===== src/rtl/core/counting_semaphore_fifo_waiters_defines.svh =====
// Assertion macros used by the semaphore top level.
`ifndef COUNTING_SEMAPHORE_FIFO_WAITERS_DEFINES_SVH
`define COUNTING_SEMAPHORE_FIFO_WAITERS_DEFINES_SVH

// Same-cycle implication, disabled while reset is asserted.
`define CSFW_ASSERT_NOW(label, clk, rst_n, ante, cons) \
    label: assert property (@(posedge clk) disable iff (!(rst_n)) (ante) |-> (cons)) \
        else $error("semaphore assertion failed");

// Next-cycle implication, disabled while reset is asserted.
`define CSFW_ASSERT_NEXT(label, clk, rst_n, ante, cons) \
    label: assert property (@(posedge clk) disable iff (!(rst_n)) (ante) |=> (cons)) \
        else $error("semaphore assertion failed");

`endif


===== src/rtl/core/csfw_pkg.sv =====
// Types and constants of the counting semaphore with a waiter queue.
package csfw_pkg;

    localparam int unsigned DEF_WAIT_DEPTH = 16;
    localparam logic [15:0] DEF_MAX_COUNT  = 16'd1;

    localparam logic [1:0] OP_DOWN = 2'd0;
    localparam logic [1:0] OP_TRY  = 2'd1;
    localparam logic [1:0] OP_UP   = 2'd2;

    localparam logic [1:0] ST_OK    = 2'd0;
    localparam logic [1:0] ST_BUSY  = 2'd1;
    localparam logic [1:0] ST_YIELD = 2'd2;
    localparam logic [1:0] ST_FULL  = 2'd3;

    typedef struct packed {
        logic [1:0] opcode;
        logic [7:0] thread_id;
    } t_req;

    typedef struct packed {
        logic [1:0] status;
        logic       woken_valid;
        logic [7:0] woken_thread;
    } t_rsp;

endpackage


===== src/rtl/core/csfw_ram.sv =====
// Generic single-write, single-read RAM with a registered read port.
module csfw_ram #(
    parameter int unsigned WIDTH = 8,
    parameter int unsigned DEPTH = 16
) (
    input  logic                     i_clk,
    input  logic                     i_we,
    input  logic [$clog2(DEPTH)-1:0] i_waddr,
    input  logic [WIDTH-1:0]         i_wdata,
    input  logic                     i_re,
    input  logic [$clog2(DEPTH)-1:0] i_raddr,
    output logic [WIDTH-1:0]         o_rdata
);

    logic [WIDTH-1:0] r_mem [DEPTH];
    logic [WIDTH-1:0] r_rdata;

    always_ff @(posedge i_clk) begin
        if (i_we) begin
            r_mem[i_waddr] <= i_wdata;
        end
        if (i_re) begin
            r_rdata <= r_mem[i_raddr];
        end
    end

    assign o_rdata = r_rdata;

endmodule


===== src/rtl/core/counting_semaphore_fifo_waiters.sv =====
// Top level: counting semaphore with a FIFO queue of waiting thread ids.
//
//   channel | direction | handshake                   | payload
//   --------+-----------+-----------------------------+------------------------
//   request | in        | i_in_valid / o_in_stall     | i_req (opcode, thread)
//   result  | out       | o_out_valid / i_out_stall   | o_rsp (status, woken)
//   config  | in        | i_cfg_we                    | i_cfg_wdata (max count)
//
// A request that does not pop a waiter is answered straight from S_IDLE; an up
// that wakes a waiter goes through S_POP, as the waiter RAM read is registered.
// The result sits in an output register, so a new request is taken while the
// previous result is being consumed. Reset sets the count to one and empties
// the queue; the queue RAM itself is not cleared. The request side is held
// while a stalled result fills the output register, and also during S_POP.
`include "counting_semaphore_fifo_waiters_defines.svh"

module counting_semaphore_fifo_waiters #(
    parameter int unsigned WAIT_DEPTH = csfw_pkg::DEF_WAIT_DEPTH
) (
    input  logic            i_clk,
    input  logic            i_rst_n,
    input  logic            i_in_valid,
    output logic            o_in_stall,
    input  csfw_pkg::t_req  i_req,
    output logic            o_out_valid,
    input  logic            i_out_stall,
    output csfw_pkg::t_rsp  o_rsp,
    input  logic            i_cfg_we,
    input  logic [15:0]     i_cfg_wdata
);

    localparam int unsigned ADDR_W = $clog2(WAIT_DEPTH);
    localparam int unsigned FILL_W = $clog2(WAIT_DEPTH + 1);

    typedef enum logic [1:0] {
        S_IDLE = 2'b01,
        S_POP  = 2'b10
    } t_state;

    t_state              r_state, n_state;
    logic [15:0]         r_max, n_max;
    logic [15:0]         r_count, n_count;
    logic [ADDR_W-1:0]   r_head, n_head;
    logic [ADDR_W-1:0]   r_tail, n_tail;
    logic [FILL_W-1:0]   r_fill, n_fill;
    logic                r_out_valid, n_out_valid;
    csfw_pkg::t_rsp      r_rsp, n_rsp;

    logic                in_accept;
    logic                ram_we;
    logic                ram_re;
    logic [7:0]          ram_rdata;

    assign o_in_stall  = !((r_state == S_IDLE) && (!r_out_valid || !i_out_stall));
    assign in_accept   = i_in_valid && !o_in_stall;
    assign o_out_valid = r_out_valid;
    assign o_rsp       = r_rsp;

    csfw_ram #(
        .WIDTH (8),
        .DEPTH (WAIT_DEPTH)
    ) u_wait_ram (
        .i_clk   (i_clk),
        .i_we    (ram_we),
        .i_waddr (r_tail),
        .i_wdata (i_req.thread_id),
        .i_re    (ram_re),
        .i_raddr (r_head),
        .o_rdata (ram_rdata)
    );

    always_comb begin
        n_state     = r_state;
        n_max       = r_max;
        n_count     = r_count;
        n_head      = r_head;
        n_tail      = r_tail;
        n_fill      = r_fill;
        n_rsp       = r_rsp;
        n_out_valid = r_out_valid && i_out_stall;
        ram_we      = 1'b0;
        ram_re      = 1'b0;

        unique case (r_state)
            S_IDLE: begin
                if (in_accept) begin
                    n_out_valid        = 1'b1;
                    n_rsp.status       = csfw_pkg::ST_OK;
                    n_rsp.woken_valid  = 1'b0;
                    n_rsp.woken_thread = 8'd0;
                    unique case (i_req.opcode)
                        csfw_pkg::OP_DOWN: begin
                            if (r_count != 16'd0) begin
                                n_count = r_count - 16'd1;
                            end else if (r_fill == FILL_W'(WAIT_DEPTH)) begin
                                n_rsp.status = csfw_pkg::ST_FULL;
                            end else begin
                                ram_we       = 1'b1;
                                n_tail       = (r_tail == ADDR_W'(WAIT_DEPTH - 1)) ?
                                               '0 : r_tail + 1'b1;
                                n_fill       = r_fill + 1'b1;
                                n_rsp.status = csfw_pkg::ST_YIELD;
                            end
                        end
                        csfw_pkg::OP_TRY: begin
                            if (r_count != 16'd0) begin
                                n_count = r_count - 16'd1;
                            end else begin
                                n_rsp.status = csfw_pkg::ST_BUSY;
                            end
                        end
                        csfw_pkg::OP_UP: begin
                            if (r_count != r_max) begin
                                if (r_fill == '0) begin
                                    n_count = r_count + 16'd1;
                                end else begin
                                    // The woken id arrives from the RAM next cycle.
                                    ram_re      = 1'b1;
                                    n_head      = (r_head == ADDR_W'(WAIT_DEPTH - 1)) ?
                                                  '0 : r_head + 1'b1;
                                    n_fill      = r_fill - 1'b1;
                                    n_out_valid = 1'b0;
                                    n_state     = S_POP;
                                end
                            end
                        end
                        default: begin
                        end
                    endcase
                end
            end
            S_POP: begin
                n_out_valid        = 1'b1;
                n_rsp.status       = csfw_pkg::ST_YIELD;
                n_rsp.woken_valid  = 1'b1;
                n_rsp.woken_thread = ram_rdata;
                n_state            = S_IDLE;
            end
            default: begin
                n_state = S_IDLE;
            end
        endcase

        // A register write reloads the count; the queue is left alone.
        if (i_cfg_we) begin
            n_max   = i_cfg_wdata;
            n_count = i_cfg_wdata;
        end
    end

    always_ff @(posedge i_clk) begin
        if (!i_rst_n) begin
            r_state     <= S_IDLE;
            r_max       <= csfw_pkg::DEF_MAX_COUNT;
            r_count     <= csfw_pkg::DEF_MAX_COUNT;
            r_head      <= '0;
            r_tail      <= '0;
            r_fill      <= '0;
            r_out_valid <= 1'b0;
        end else begin
            r_state     <= n_state;
            r_max       <= n_max;
            r_count     <= n_count;
            r_head      <= n_head;
            r_tail      <= n_tail;
            r_fill      <= n_fill;
            r_out_valid <= n_out_valid;
        end
    end

    always_ff @(posedge i_clk) begin
        r_rsp <= n_rsp;
    end

    `CSFW_ASSERT_NOW(a_fill_bound, i_clk, i_rst_n, 1'b1, r_fill <= FILL_W'(WAIT_DEPTH))
    `CSFW_ASSERT_NOW(a_pop_after_accept, i_clk, i_rst_n, r_state == S_POP, $past(in_accept))
    `CSFW_ASSERT_NOW(a_woken_is_yield, i_clk, i_rst_n, r_out_valid && r_rsp.woken_valid,
        r_rsp.status == csfw_pkg::ST_YIELD)
    `CSFW_ASSERT_NOW(a_no_overwrite, i_clk, i_rst_n, in_accept, !r_out_valid || !i_out_stall)

endmodule

===== config.mk =====
export PLATFORM = sky130hd
export DESIGN_NAME = counting_semaphore_fifo_waiters
export DESIGN_NICKNAME = d
export VERILOG_FILES = /design/src/rtl/core/csfw_pkg.sv /design/src/rtl/core/csfw_ram.sv /design/src/rtl/core/counting_semaphore_fifo_waiters.sv
export VERILOG_INCLUDE_DIRS = /design/src /design/src/rtl/core
export SDC_FILE = /design/constraint.sdc
export NUM_CORES = 1
export LEC_CHECK = 0
export BUFFER_PORTS_ARGS = -buffer_cell sky130_fd_sc_hd__clkbuf_2
export CAP_MARGIN = 10
export CORE_ASPECT_RATIO = 0.8
export CORE_MARGIN = 2
export CORE_UTILIZATION = 55
export DETAILED_ROUTE_END_ITERATION = 16
export HOLD_SLACK_MARGIN = 0.1
export PLACE_DENSITY = 0.73
export SLEW_MARGIN = 30
export SYNTH_ARGS = -nofsm -noshare
export SYNTH_HDL_FRONTEND = slang
export SYNTH_SLANG_ARGS = --single-unit

===== constraint.sdc =====
create_clock -name i_clk -period 10.1 [get_ports i_clk]
set_input_delay 2.02 -clock i_clk [delete_from_list [all_inputs] [get_ports i_clk]]
set_output_delay 2.02 -clock i_clk [all_outputs]
set_load 0.005 [all_outputs]

==> reports/qor.txt <==
Combinational share of power = 10.7%
All-Layer GR Usage = 22.10%
Cell taking the most area after synthesis = edfxtp_1
Max cap viols = 0
Critical Path Fanout Max = 22
Crit-path cells = clkbuf_2 > nand2b_1 > inv_1 > fa_1 > nor2b_1 > o211ai_1 > a31oi_1 > o21a_1 > o211ai_1 > a31o_2
Initial Util = 55.99%
Die height = 117.1 um
Power per cell area = 175.8 nW/um2
Cells after DPL = 855
RSZ-0062 raised after global routing = no
Mux cell area share after synthesis = 12.30%
Final ANT Viol Nets = 0
First-pass GRT wire length = 27.96 mm
Class of the worst hold path = reg2reg
Longest Clk Path Bufs = 2
Initial antenna violation count = 1
Setup violation total in the final timing report = 0
Post-synthesis sequential area ratio = 61.16%
Leakage = 3.474 nW
Top-count cell post-synth = edfxtp_1
Synth async-reset ratio = 0%
Synth Area in Compound Gates = 8.229%
CP delay by family, top = compound AO/OA/AOI/OAI gates
Syn Nets = 678
Share of cells above drive strength 1 = 20.24%
Yosys reg bits = 195
Fmax = 0.2090 GHz
Detail Placement HPWL = 11.97 mm
Die ar. = 17010 um2
VDD IR-drop max = 0.1181 mV
# port buffers = 43
Cell mode on critical path = o211ai_1
Average wire per standard cell = 20.13 um
Seq pwr share = 51.9%
Clock power share = 37.4%
CTS tree = done
Max Slew Vio Count = 0
Root buffer cell = clkbuf_16
Main combinational cell family by area after synthesis = multiplexers
Final setup margin = 5.315 ns
Core area = 15700 um2
Final hold slack = 0.4799 ns
Via Count = 5328
Clock sink count = 195
Clk_skew = 0.01135 ns
Slowest CP cell = nand2b_1
Largest stage delay, worst path = 0.75 ns
Non-Filler Instances = 887
DIE WIDTH = 145.3 um
Top cell type's share of synthesized area = 50.23%
Post-synthesis adder-cell area fraction = 4.157%
# Post-CTS Setup Buffers = 0
Top cells by count, synth = edfxtp_1, nor2_1, dfxtp_1
Synth Area in Simple Gates = 8.841%
Hold_buf cts = 0
Cells after synthesis = 619
Num ports = 44
Critical Path End Type = register
Critical Path RT = 10.41 ns
Rows = 41
Worst slack at placement = 4.973 ns
Mapped Area = 8788 um2
Switching Fraction = 25.54%
Hold Vio Cnt, Final = 0
Post-synth EDFFs = 147
Status = complete, no violations
FF-to-FF path depth = 5
Internal power = 1.279 mW
Synth Area in XOR/XNOR = 3.189%
Final wirelength = 17.85 mm
Netlist cell types = 60
Final period util = 47.37%
Min Tclk post-route = 4.785 ns
NumNets Final = 718
Worst Path Buf+Inv = 2
Clk slew on worst S/H paths = 0.07 ns
DRT Pass-1 Iters = 5
CP arrival = 5.10 ns
GP Congestion = 0.8888
Slew at the pin with the worst max-slew slack = 0.9717 ns
Warnings, synthesis = 0
Hold Path Depth = 2
Type of origin of the critical path = input pin
Rel. slew slack = 35.22%
Remaining Overflow, GRT = 0
First DRT Iteration DRCs = 462
# fillers = 1162
Clk_lat worst skew = 0.43 ns
Layout area overhead = 11.25%
DRC Markers = 0
Antenna Cells = 0
Vias in the first global route = 4949
Power, Total = 1.718 mW
Sum Neg Setup Slack = 0 ns
Worst path depth = 10
Psw = 0.4389 mW
Synth top area cells = edfxtp_1, dfxtp_1, mux4_2
Avg Inst Size Synth = 14.20 um2
Top_reg_cell synth = edfxtp_1
Avg Vias per Cell = 6.007
PostCTS Resize Cnt = 0
TritonCTS buffer count = 17
H-tree Lvls = 4
CP Class = in2reg
Pin count of the biggest net entering global routing = 38
==> power groups by stage <==
stage               clock, mW  combinational (mW)  sequential [mW]
detailed placement          0               0.180            0.910
CTS                     0.652               0.182            0.892
global placement            0               0.177            0.910
finish                  0.642               0.184            0.892
floorplan                   0               0.132            0.906
global route            0.683               0.204            0.894
==> layout by cell type (no fill, tap or decap), types with 6 or more instances in the layout <==
master     synthesis  routed
nor4_1             7       7
dfxtp_1           48      47
a21oi_1           25      25
a21o_1             8       8
a31oi_1           14      14
clkbuf_16          0      17
xnor2_1           10      10
nand2_1           34      34
and2_1             9       9
xor2_1            22      22
nand3_1           11      11
mux4_2            40      40
clkbuf_2           0      43
o21ai_0           24      24
edfxtp_1         147     147
ha_1              26      26
o211ai_1           6       6
nor3_1            10       6
nor2_1            52      52
mux2i_1           18      18
inv_1             17      17
==> path summary, 6_finish.rpt <==
check | slack [ns] | to | start
setup / recovery | 5.32 | r_count[12] | i_req[8]
hold reg to reg | 0.48 | r_state[1] | r_state[1]
setup reg to reg | 6.83 | u_wait_ram.r_mem[11][4] | r_count[7]
hold / removal | 0.48 | r_state[1] | r_state[1]
==> flip-flops by register name (all words and copies together) (netlist names) <==
name	count
u_wait_ram.r_mem	128
r_fill	5
o_rsp	11
u_wait_ram.o_rdata	8
r_count	16
r_head	4
r_max	16
r_tail	4
o_out_valid	1
r_state	2
==> routing by layer <==
metal  vias up  GRT usage, %  wire length, um
li1       2471             -                -
met1      2713         33.17             8757
met2       127         33.24             8036
met3        17         5.116              888
met4         0         5.556              170
met5         -             0                0
==> kinds of logic after synthesis <==
family | count (synthesis)
xor gates and xnor gates | 32
buffers and inverters | 45
and+or+nand+nor | 150
DFF | 195
muxes | 58
adders and majority gates | 28
AOI/OAI and AO/OA | 111
==> per-stage QoR <==
stage	utilization, %	cell area [um2]
3_5_place_dp	58.69	9213
2_1_floorplan	-	8788
3_3_place_gp	58.69	9213
5_1_grt	62.28	9777
4_1_cts	62.28	9777
6_report	62.28	9777
==> final cells by class <==
cell class              count  area (um2)  area share [%]
flip-flops and latches    195        5376           54.99
repair buffers             48       252.7           2.585
multi-input cells         379        3247           33.21
clock buffers              18       429.2           4.390
well taps                 215       269.0           2.751
inverters                  18       67.56          0.6911
clock inverters            14       135.1           1.382
==> worst register-to-register path, delay by kind of cell (launching register included) <==
family | cells | cell delay [ns]
flops | 1 | 0.37
simple gates | 5 | 2.52
Power figures use the tool's default switching activity.
